==> config.mk <==
export PLATFORM = sky130hd
export DESIGN_NAME = http_body_dechunker_flat
export DESIGN_NICKNAME = d
export VERILOG_FILES = /design/src/rtl/core/hbd_pkg.sv /design/src/rtl/core/hbd_req_if.sv /design/src/rtl/core/hbd_rsp_if.sv /design/src/rtl/core/hbd_chunk_parser.sv /design/src/rtl/core/http_body_dechunker.sv /design/src/flat_wrapper.sv
export SDC_FILE = /design/constraint.sdc
export NUM_CORES = 1
export LEC_CHECK = 0
export ABC_AREA = 1
export BUFFER_PORTS_ARGS = -buffer_cell sky130_fd_sc_hd__buf_4
export CORE_ASPECT_RATIO = 1.5
export CORE_UTILIZATION = 61
export DETAILED_ROUTE_END_ITERATION = 12
export GPL_TIMING_DRIVEN = 1
export PLACE_DENSITY = 0.81
export SYNTH_ARGS = -nofsm -noshare
export SYNTH_HDL_FRONTEND = slang
export SYNTH_HIERARCHICAL = 1
export SYNTH_SLANG_ARGS = --single-unit
==> constraint.sdc <==
create_clock -name clock -period 3.18 [get_ports clock]
set_clock_uncertainty 0.2 [all_clocks]
set_input_delay 0.159 -clock clock [delete_from_list [all_inputs] [get_ports clock]]
set_output_delay 0.159 -clock clock [all_outputs]
set_load 0.005 [all_outputs]
==> src/rtl/core/hbd_pkg.sv <==
// Shared types, constants and helpers of the HTTP body dechunker.
`default_nettype none

package hbd_pkg;

   localparam logic [7:0] CH_CR = 8'h0D;
   localparam logic [7:0] CH_LF = 8'h0A;

   localparam int BODY_LEN_W = 32;

   typedef enum logic [1:0] {
      PH_SIZE,
      PH_DATA,
      PH_TRAIL,
      PH_DONE
   } hbd_phase_type;

   typedef enum logic {
      REG_BODY_MODE   = 1'b0,
      REG_BODY_LENGTH = 1'b1
   } hbd_reg_type;

   // Per-beat outcome of the chunked parser, already including this beat.
   typedef struct packed {
      logic payload_valid;
      logic chunk_last;
      logic body_done;
      logic header_error;
   } hbd_chunk_res_type;

   typedef struct packed {
      logic       is_hex;
      logic [3:0] value;
   } hbd_hex_type;

   function automatic hbd_hex_type hex_decode(input logic [7:0] c);
      hbd_hex_type h;
      h.is_hex = 1'b1;
      h.value  = 4'd0;
      if (c >= 8'h30 && c <= 8'h39) begin
         h.value = 4'(c - 8'h30);
      end else if (c >= 8'h61 && c <= 8'h66) begin
         h.value = 4'(c - 8'h57);
      end else if (c >= 8'h41 && c <= 8'h46) begin
         h.value = 4'(c - 8'h37);
      end else begin
         h.is_hex = 1'b0;
      end
      return h;
   endfunction

endpackage

`default_nettype wire

==> src/rtl/core/hbd_req_if.sv <==
// Input channel: one raw byte per beat.
`default_nettype none

interface hbd_req_if;
   logic       valid;
   logic       ready;
   logic [7:0] in_byte;

   modport source (output valid, output in_byte, input ready);
   modport sink (input valid, input in_byte, output ready);
endinterface

`default_nettype wire

==> src/rtl/core/hbd_rsp_if.sv <==
// Result channel: one decoded result per input beat.
`default_nettype none

interface hbd_rsp_if;
   logic       valid;
   logic       ready;
   logic       payload_valid;
   logic [7:0] payload_byte;
   logic       chunk_last;
   logic       body_done;
   logic       header_error;

   modport source (output valid, output payload_valid, output payload_byte,
                   output chunk_last, output body_done, output header_error,
                   input ready);
   modport sink (input valid, input payload_valid, input payload_byte,
                 input chunk_last, input body_done, input header_error,
                 output ready);
endinterface

`default_nettype wire

==> src/rtl/core/hbd_chunk_parser.sv <==
// Chunked transfer encoding parser: size line, chunk data and trailing line.
`default_nettype none

module hbd_chunk_parser #(
   parameter int LINE_BUFFER_LEN = 32,
   parameter int SIZE_WIDTH      = 32
) (
   input  wire logic                       clock,
   input  wire logic                       reset,
   input  wire logic                       step,
   input  wire logic [7:0]                 in_byte,
   output      logic                       error_held,
   output      hbd_pkg::hbd_chunk_res_type res
);
   import hbd_pkg::*;

   localparam int LC_W = $clog2(LINE_BUFFER_LEN);

   hbd_phase_type         phase_ff, phase_in;
   logic                  pending_cr_ff, pending_cr_in;
   logic                  hex_stopped_ff, hex_stopped_in;
   logic [LC_W-1:0]       line_count_ff, line_count_in;
   logic [SIZE_WIDTH-1:0] chunk_total_ff, chunk_total_in;
   logic [SIZE_WIDTH-1:0] chunk_seen_ff, chunk_seen_in;
   logic [SIZE_WIDTH-1:0] seen_plus;
   logic                  error_ff, error_in;
   hbd_hex_type           hex;

   assign hex       = hex_decode(in_byte);
   assign seen_plus = chunk_seen_ff + SIZE_WIDTH'(1);

   always_ff @(posedge clock) begin
      if (reset) begin
         phase_ff       <= PH_SIZE;
         pending_cr_ff  <= 1'b0;
         hex_stopped_ff <= 1'b0;
         line_count_ff  <= '0;
         chunk_total_ff <= '0;
         chunk_seen_ff  <= '0;
         error_ff       <= 1'b0;
      end else begin
         phase_ff       <= phase_in;
         pending_cr_ff  <= pending_cr_in;
         hex_stopped_ff <= hex_stopped_in;
         line_count_ff  <= line_count_in;
         chunk_total_ff <= chunk_total_in;
         chunk_seen_ff  <= chunk_seen_in;
         error_ff       <= error_in;
      end
   end

   always_comb begin
      phase_in       = phase_ff;
      pending_cr_in  = pending_cr_ff;
      hex_stopped_in = hex_stopped_ff;
      line_count_in  = line_count_ff;
      chunk_total_in = chunk_total_ff;
      chunk_seen_in  = chunk_seen_ff;
      error_in       = error_ff;
      res            = '0;
      if (step) begin
         unique case (phase_ff)
            PH_SIZE: begin
               // An LF ends the line whether or not a CR came first, and a CR
               // after a dropped CR simply becomes the new pending CR.
               if (in_byte == CH_LF) begin
                  pending_cr_in  = 1'b0;
                  hex_stopped_in = 1'b0;
                  line_count_in  = '0;
                  chunk_seen_in  = '0;
                  phase_in       = (chunk_total_ff == '0) ? PH_DONE : PH_DATA;
               end else if (in_byte == CH_CR) begin
                  pending_cr_in = 1'b1;
               end else begin
                  pending_cr_in = 1'b0;
                  if (!hex_stopped_ff && hex.is_hex) begin
                     if (|chunk_total_ff[SIZE_WIDTH-1:SIZE_WIDTH-4]) begin
                        chunk_total_in = '1;
                     end else begin
                        chunk_total_in = {chunk_total_ff[SIZE_WIDTH-5:0], hex.value};
                     end
                  end else begin
                     hex_stopped_in = 1'b1;
                  end
                  line_count_in = line_count_ff + LC_W'(1);
                  if (line_count_ff == LC_W'(LINE_BUFFER_LEN - 2)) begin
                     error_in = 1'b1;
                  end
               end
            end
            PH_DATA: begin
               res.payload_valid = 1'b1;
               if (seen_plus == chunk_total_ff) begin
                  res.chunk_last = 1'b1;
                  chunk_total_in = '0;
                  chunk_seen_in  = '0;
                  phase_in       = PH_TRAIL;
               end else begin
                  chunk_seen_in = seen_plus;
               end
            end
            PH_TRAIL: begin
               if (in_byte == CH_LF) begin
                  phase_in = PH_SIZE;
               end
            end
            PH_DONE: begin
               phase_in = PH_DONE;
            end
            default: begin
               phase_in = PH_DONE;
            end
         endcase
         res.body_done = !error_in && (phase_in == PH_DONE);
      end
      res.header_error = error_in;
   end

   assign error_held = error_ff;

endmodule

`default_nettype wire

==> src/rtl/core/http_body_dechunker.sv <==
// HTTP body dechunker top level: channels, register port and result register.
//
// The req_ch channel carries one raw connection byte per beat. Every accepted
// beat yields exactly one beat on rsp_ch: payload_valid and payload_byte say
// whether the byte is body payload, chunk_last marks the final byte of a
// chunk, body_done is high once the body is complete and header_error is a
// sticky flag for a chunk size line that grew too long without a line end.
// body_mode (address 0) selects length-delimited (0) or chunked (1) bodies;
// body_length (address 4) gives the byte count in length mode. Registers must
// be written over the APB-style csr_ port only while the block is idle; the
// block does not enforce this. A result beat appears in the cycle after its
// input beat is accepted; one beat is accepted per cycle unless the receiver
// stalls. The parser state updates in the same cycle by one step of short
// logic, and the result lands in a single output register, which holds its
// beat on a stall while req_ch.ready stays low until it is taken. Synchronous
// reset returns the parser to the start of a size line, clears all counters
// and the error flag, zeroes both registers and empties the output register.
`default_nettype none

module http_body_dechunker #(
   parameter int LINE_BUFFER_LEN = 32,
   parameter int SIZE_WIDTH      = 32
) (
   input  wire logic        clock,
   input  wire logic        reset,
   hbd_req_if.sink          req_ch,
   hbd_rsp_if.source        rsp_ch,
   input  wire logic        csr_psel,
   input  wire logic        csr_penable,
   input  wire logic        csr_pwrite,
   input  wire logic [2:0]  csr_paddr,
   input  wire logic [31:0] csr_pwdata,
   output      logic [31:0] csr_prdata,
   output      logic        csr_pready
);
   import hbd_pkg::*;

   logic                  body_mode_ff;
   logic [BODY_LEN_W-1:0] body_length_ff;
   logic [BODY_LEN_W-1:0] body_seen_ff, body_seen_in;
   logic [BODY_LEN_W-1:0] body_seen_plus;
   logic                  body_open;

   logic                  rsp_valid_ff, rsp_valid_in;
   logic                  payload_valid_ff, payload_valid_in;
   logic [7:0]            payload_byte_ff, payload_byte_in;
   logic                  chunk_last_ff, chunk_last_in;
   logic                  body_done_ff, body_done_in;
   logic                  header_error_ff, header_error_in;

   logic                  accept;
   logic                  chunk_step;
   logic                  error_held;
   hbd_chunk_res_type     chunk_res;
   hbd_reg_type           reg_sel;
   logic                  csr_write;

   // ---------------- register port ----------------
   assign csr_pready = 1'b1;
   assign csr_write  = csr_psel && csr_penable && csr_pwrite && csr_pready;
   assign reg_sel    = hbd_reg_type'(csr_paddr[2]);

   always_ff @(posedge clock) begin
      if (reset) begin
         body_mode_ff   <= 1'b0;
         body_length_ff <= '0;
      end else if (csr_write) begin
         unique case (reg_sel)
            REG_BODY_MODE:   body_mode_ff   <= csr_pwdata[0];
            REG_BODY_LENGTH: body_length_ff <= csr_pwdata;
            default:         body_mode_ff   <= body_mode_ff;
         endcase
      end
   end

   // Misaligned addresses read as zero.
   always_comb begin
      csr_prdata = '0;
      if (csr_paddr[1:0] == 2'b00) begin
         unique case (reg_sel)
            REG_BODY_MODE:   csr_prdata = {31'd0, body_mode_ff};
            REG_BODY_LENGTH: csr_prdata = body_length_ff;
            default:         csr_prdata = '0;
         endcase
      end
   end

   // ---------------- input side ----------------
   assign req_ch.ready = !rsp_valid_ff || rsp_ch.ready;
   assign accept       = req_ch.valid && req_ch.ready;
   assign chunk_step   = accept && body_mode_ff && !error_held;

   hbd_chunk_parser #(
      .LINE_BUFFER_LEN (LINE_BUFFER_LEN),
      .SIZE_WIDTH      (SIZE_WIDTH)
   ) u_chunk (
      .clock      (clock),
      .reset      (reset),
      .step       (chunk_step),
      .in_byte    (req_ch.in_byte),
      .error_held (error_held),
      .res        (chunk_res)
   );

   // ---------------- length mode and result selection ----------------
   assign body_open      = body_seen_ff < body_length_ff;
   assign body_seen_plus = body_seen_ff + BODY_LEN_W'(1);

   always_comb begin
      body_seen_in     = body_seen_ff;
      payload_valid_in = 1'b0;
      chunk_last_in    = 1'b0;
      body_done_in     = 1'b0;
      header_error_in  = 1'b0;
      if (error_held) begin
         header_error_in = 1'b1;
      end else if (!body_mode_ff) begin
         payload_valid_in = body_open;
         body_done_in     = body_open ? (body_seen_plus == body_length_ff) : 1'b1;
         if (accept && body_open) begin
            body_seen_in = body_seen_plus;
         end
      end else begin
         payload_valid_in = chunk_res.payload_valid;
         chunk_last_in    = chunk_res.chunk_last;
         body_done_in     = chunk_res.body_done;
         header_error_in  = chunk_res.header_error;
      end
      payload_byte_in = payload_valid_in ? req_ch.in_byte : 8'd0;
      rsp_valid_in    = accept || (rsp_valid_ff && !rsp_ch.ready);
   end

   always_ff @(posedge clock) begin
      if (reset) begin
         body_seen_ff <= '0;
         rsp_valid_ff <= 1'b0;
      end else begin
         body_seen_ff <= body_seen_in;
         rsp_valid_ff <= rsp_valid_in;
      end
   end

   always_ff @(posedge clock) begin
      if (accept) begin
         payload_valid_ff <= payload_valid_in;
         payload_byte_ff  <= payload_byte_in;
         chunk_last_ff    <= chunk_last_in;
         body_done_ff     <= body_done_in;
         header_error_ff  <= header_error_in;
      end
   end

   assign rsp_ch.valid         = rsp_valid_ff;
   assign rsp_ch.payload_valid = payload_valid_ff;
   assign rsp_ch.payload_byte  = payload_byte_ff;
   assign rsp_ch.chunk_last    = chunk_last_ff;
   assign rsp_ch.body_done     = body_done_ff;
   assign rsp_ch.header_error  = header_error_ff;

   // ---------------- assertions ----------------
   a_last_is_payload: assert property (@(posedge clock) disable iff (reset)
      rsp_valid_ff && chunk_last_ff |-> payload_valid_ff)
      else $error("chunk_last on a beat without payload");

   a_error_sticky: assert property (@(posedge clock) disable iff (reset)
      error_held |=> error_held)
      else $error("header error flag cleared without reset");

   a_stall_blocks_input: assert property (@(posedge clock) disable iff (reset)
      rsp_valid_ff && !rsp_ch.ready |-> !req_ch.ready)
      else $error("input accepted while the result register is stalled");

   a_error_drops_beat: assert property (@(posedge clock) disable iff (reset)
      accept && error_held |=> !payload_valid_ff && !body_done_ff && header_error_ff)
      else $error("beat not dropped after a header error");

endmodule

`default_nettype wire

==> src/flat_wrapper.sv <==
// flat-port wrapper written by rule: the top's interface ports become plain ports
module http_body_dechunker_flat import hbd_pkg::*;
#(
   parameter int LINE_BUFFER_LEN = 32,
   parameter int SIZE_WIDTH      = 32
)
  (clock, reset, csr_psel, csr_penable, csr_pwrite, csr_paddr, csr_pwdata, csr_prdata, csr_pready, req_ch_valid, req_ch_in_byte, req_ch_ready, rsp_ch_valid, rsp_ch_payload_valid, rsp_ch_payload_byte, rsp_ch_chunk_last, rsp_ch_body_done, rsp_ch_header_error, rsp_ch_ready);
  hbd_req_if req_ch_i ();
  hbd_rsp_if rsp_ch_i ();
  input  wire logic clock;
  input  wire logic reset;
  input  wire logic csr_psel;
  input  wire logic csr_penable;
  input  wire logic csr_pwrite;
  input  wire logic [2:0] csr_paddr;
  input  wire logic [31:0] csr_pwdata;
  output      logic [31:0] csr_prdata;
  output      logic csr_pready;
  input wire logic [$bits(req_ch_i.valid)-1:0] req_ch_valid;
  input wire logic [$bits(req_ch_i.in_byte)-1:0] req_ch_in_byte;
  output wire logic [$bits(req_ch_i.ready)-1:0] req_ch_ready;
  output wire logic [$bits(rsp_ch_i.valid)-1:0] rsp_ch_valid;
  output wire logic [$bits(rsp_ch_i.payload_valid)-1:0] rsp_ch_payload_valid;
  output wire logic [$bits(rsp_ch_i.payload_byte)-1:0] rsp_ch_payload_byte;
  output wire logic [$bits(rsp_ch_i.chunk_last)-1:0] rsp_ch_chunk_last;
  output wire logic [$bits(rsp_ch_i.body_done)-1:0] rsp_ch_body_done;
  output wire logic [$bits(rsp_ch_i.header_error)-1:0] rsp_ch_header_error;
  input wire logic [$bits(rsp_ch_i.ready)-1:0] rsp_ch_ready;
  assign req_ch_i.valid = req_ch_valid;
  assign req_ch_i.in_byte = req_ch_in_byte;
  assign req_ch_ready = req_ch_i.ready;
  assign rsp_ch_valid = rsp_ch_i.valid;
  assign rsp_ch_payload_valid = rsp_ch_i.payload_valid;
  assign rsp_ch_payload_byte = rsp_ch_i.payload_byte;
  assign rsp_ch_chunk_last = rsp_ch_i.chunk_last;
  assign rsp_ch_body_done = rsp_ch_i.body_done;
  assign rsp_ch_header_error = rsp_ch_i.header_error;
  assign rsp_ch_i.ready = rsp_ch_ready;
  http_body_dechunker #(.LINE_BUFFER_LEN(LINE_BUFFER_LEN), .SIZE_WIDTH(SIZE_WIDTH)) u_core (.clock(clock), .reset(reset), .req_ch(req_ch_i), .rsp_ch(rsp_ch_i), .csr_psel(csr_psel), .csr_penable(csr_penable), .csr_pwrite(csr_pwrite), .csr_paddr(csr_paddr), .csr_pwdata(csr_pwdata), .csr_prdata(csr_prdata), .csr_pready(csr_pready));
endmodule
==> summary.md <==
| Metric | Value |
|---|---|
| Run status | `finished with violations` |
| Failing checks | `hold timing` |
| DRT antenna net count | `0` |
| Max-Cap Viols | `0` |
| Slowest CP cell | `dfxtp_1` |
| H-tree depth | `4` |
| Kind of end point of the critical path | `register` |
| Global-route wire length before repair | `51600 um` |
| Initial antenna violation count | `0` |
| Worst slew pin tran | `953 ps` |
| Crit path to | `u_core/u_chunk/chunk_seen_ff[13]` |
| Placed cell area | `11600 um2` |
| Initial core utilization | `0.621` |
| Hold path depth | `2` |
| #FFs+latches synth | `151` |
| Setup CP Type | `reg -> reg` |
| Core Area | `around 17000 um2` |
| Post-DP HPWL | `24500 um` |
| Largest family of logic cells by synthesized area | `simple AND/OR/NAND/NOR gates` |
| Worst setup path startpoint | `u_core/u_chunk/chunk_seen_ff[1]` |
| CP Max Fanout | `29` |
| Grt total ovfl | `0` |
| Post-Synthesis Cells | `1747` |
| CP delay by family, top | `simple AND/OR/NAND/NOR gates` |
| Worst path depth | `19` |
| Clock Latency Late Sink | `440 ps` |
| Total CTS buffers | `17` |
| Synth top area share | `0.259` |
| Most frequent cells in the layout | `nand2_1, nor2_1, inv_1` |
| Synth warn | `6` |
| Fill cells | `roughly 1.5k` |
| CP arrival | `between 3000 and 4000 ps` |
| Lkg Pwr | `5.70 nW` |
| Root Buffer | `clkbuf_16` |
| Multi-input gate area | `~6700 um2` |
| Slowest cell delay on critical path | `380 ps` |
| Clk slew on worst S/H paths | `70 ps` |
| WL/cell | `about 16 um` |
| Clock period minus worst slack | `2980 ps` |
| Adder-cell share of the synthesized area | `0.0467` |
| DRT Pass-1 Iters | `8` |
| Synth Area in Compound Gates | `0.114` |
| Worst min-delay path class | `in -> reg` |
| Synth Area in XOR/XNOR | `0.0164` |
| Clk buf depth | `2` |
| Final GP Congestion | `0.989` |
| CP dominant cell by count | `nand2_1` |
| Mux share of post-synthesis cell area | `0` |
| Slew headroom | `0.361` |
| Reg-to-reg endpoint | `u_core/u_chunk/chunk_seen_ff[13]` |
| Die area | `approximately 18000 um2` |
| Final nets | `1959` |
| Clk sinks | `151` |
| Die width | `110 um` |
| Syn nets | `around 1.8k` |
| CP Data Required Time | `3280 ps` |
| Average size of a mapped cell | `6.14 um2` |
| P&R area growth vs syn | `18.6%` |
| Setup violations, final | `0` |
| Largest net degree at the start of global routing | `69` |
| Largest cells by area after synthesis | `dfxtp_1, nand2_1, nand3_1, nor2_1, a21oi_1` |
| Achievable frequency | `336 MHz` |
| Layout cells sized above 1 | `0.107` |
| Final Instance Area | `12700 um2` |
| Design Power | `6.64 mW` |
| Critical Path, Cell by Cell | `ha_2 -> nand2_2 -> nor2_8 -> nand2_2 -> nor2_4 -> nand2_1 -> nand2_1 -> nand2_1 -> nand2_1 -> nand2_1 -> nor2_1 -> nand2_1 -> nor2_4 -> nand3_1 -> nand2_1 -> inv_2 -> buf_12 -> nand3_1 -> a21oi_1` |
| Post-Syn Area | `roughly 11000 um2` |
| Via count | `12.0k` |
| TritonCTS clock tree | `done` |
| I/O pin total | `97` |
| Min Hold Slack | `-1.40 ps` |
| DRC | `0` |
| Overall routing resource usage | `0.372` |
| Tcrit/Tclk final | `0.936` |
| Max IR drop VDD | `0.408 mV` |
| Register Area | `approximately 3100 um2` |
| Post-Synth Simple-Gate Area | `0.439` |
| Number of diodes | `0` |
| Vias in the first global route | `around 11k` |
| PD cells | `approximately 520 nW/um2` |
| Final Slew Violations | `0` |
| R2r setup slk | `roughly 200 ps` |
| FF-to-FF Start | `u_core/u_chunk/chunk_seen_ff[1]` |
| Fin. Hold Viols | `1` |
| Buf+Inv Stages, Crit Path | `2` |
| Startpoint Class | `register` |
| Routed wire length | `33800 um` |
| Post-synthesis sequential area ratio | `0.293` |
| Vias per cell | `5.71` |
| Post-synth cell types | `45` |
| Row count | `59` |
| Setup TNS | `0 ps` |
| Most common cell after layout, fill and taps aside | `nand2_1` |
| DRT iter0 DRCs | `slightly below 800` |
| Worst R2R Path Depth | `19` |
| # port buffers | `95` |
| Cell taking the most area after synthesis | `dfxtp_1` |
| Height of the die | `between 150 and 200 um` |
## cell type report
cell class	instances	share of cell area
well taps	213	0.0209
repair buffers	165	0.109
clock buffers	17	0.0334
inverters	179	0.0528
flip-flops and latches	151	0.247
multi-input cells	1355	0.523
clock inverters	15	0.0134
## report_power, final
| part | switching [mW] | internal, mW | leakage, nW |
|---|---|---|---|
| Sequential | 0.231 | 2.16 | 1.25 |
| Combinational | 1.37 | 0.828 | 4.17 |
| Clock | 0.981 | 1.06 | 0.291 |
| Total | 2.59 | 4.05 | 5.70 |
## per-stage QoR
stage	instances	worst slack [ps]	utilization
floorplan	1747	612	-
detailed placement	2015	115	0.673
CTS	2093	83.7	0.734
global route	2095	-6.28	0.737
global placement	2015	149	0.673
finish	2095	204	0.737
## how the worst min path moves through the flow
stage | from | to | slack, ps
6_report | reset | u_core/u_chunk/line_count_ff[1] | -1
4_1_cts | reset | u_core/u_chunk/chunk_seen_ff[11] | 0.8
5_1_grt | reset | u_core/u_chunk/chunk_seen_ff[11] | 40
2_1_floorplan | reset | u_core/body_seen_ff[27] | 30
3_3_place_gp | csr_pwdata[0] | u_core/body_length_ff[0] | 200
3_5_place_dp | csr_pwdata[0] | u_core/body_length_ff[0] | 210
## cell usage after synthesis, drive strengths merged
master and number:
nor4 9, inv 176, and3 2, nand4 35
o21bai 3, ha 40, o41ai 1, clkinv 3
a31oi 1, o21a 2, nor2 238, o21ai 83
a21oi 142, nand2 537, edfxtp 12, or2 1
nand3 173, a2bb2oi 1, xnor2 3, a211oi 3
dfxtp 139, clkbuf 44, nand3b 17, nor3 42
conb 1, xor2 12, xnor3 2, nor3b 2
o22ai 1, and2 3, o211ai 1, buf 18
## per-layer routing
layer / part of all wire / global-route usage
met5: 0 / 0
met4: 0.086 / 0.298
met1: 0.35 / 0.355
met2: 0.51 / 0.687
met3: 0.051 / 0.0560
## logic make-up after synthesis
logic type	after synthesis
and+or+nand+nor	1059
buffers and inverters	241
AOI/OAI and AO/OA	238
DFF	151
adders and majority gates	40
xor gates and xnor gates	17
other	1
## sequential cells by signal, summed over array words and instances (netlist names)
signal and cells:
u_core/u_chunk/error_held 1, u_core/rsp_ch.payload_byte 8, u_core/rsp_ch.chunk_last 1, u_core/u_chunk/phase_ff 2, u_core/u_chunk/chunk_seen_ff 32, u_core/body_mode_ff 1
u_core/body_seen_ff 32, u_core/u_chunk/chunk_total_ff 32, u_core/rsp_ch.payload_valid 1, u_core/body_length_ff 32, u_core/rsp_ch.header_error 1, u_core/u_chunk/hex_stopped_ff 1
u_core/u_chunk/line_count_ff 5, u_core/rsp_ch.body_done 1, u_core/rsp_ch.valid 1
## timing repair
action | 4_1_cts | 5_1_grt
resized for setup | 0 | 7
hold buffers | 46 | 0
setup endpoints to repair | 0 | 62
endpoints found under the hold margin | 42 | 0
setup buffers | 0 | 2
Note: power is estimated with default switching activity, not from simulation.
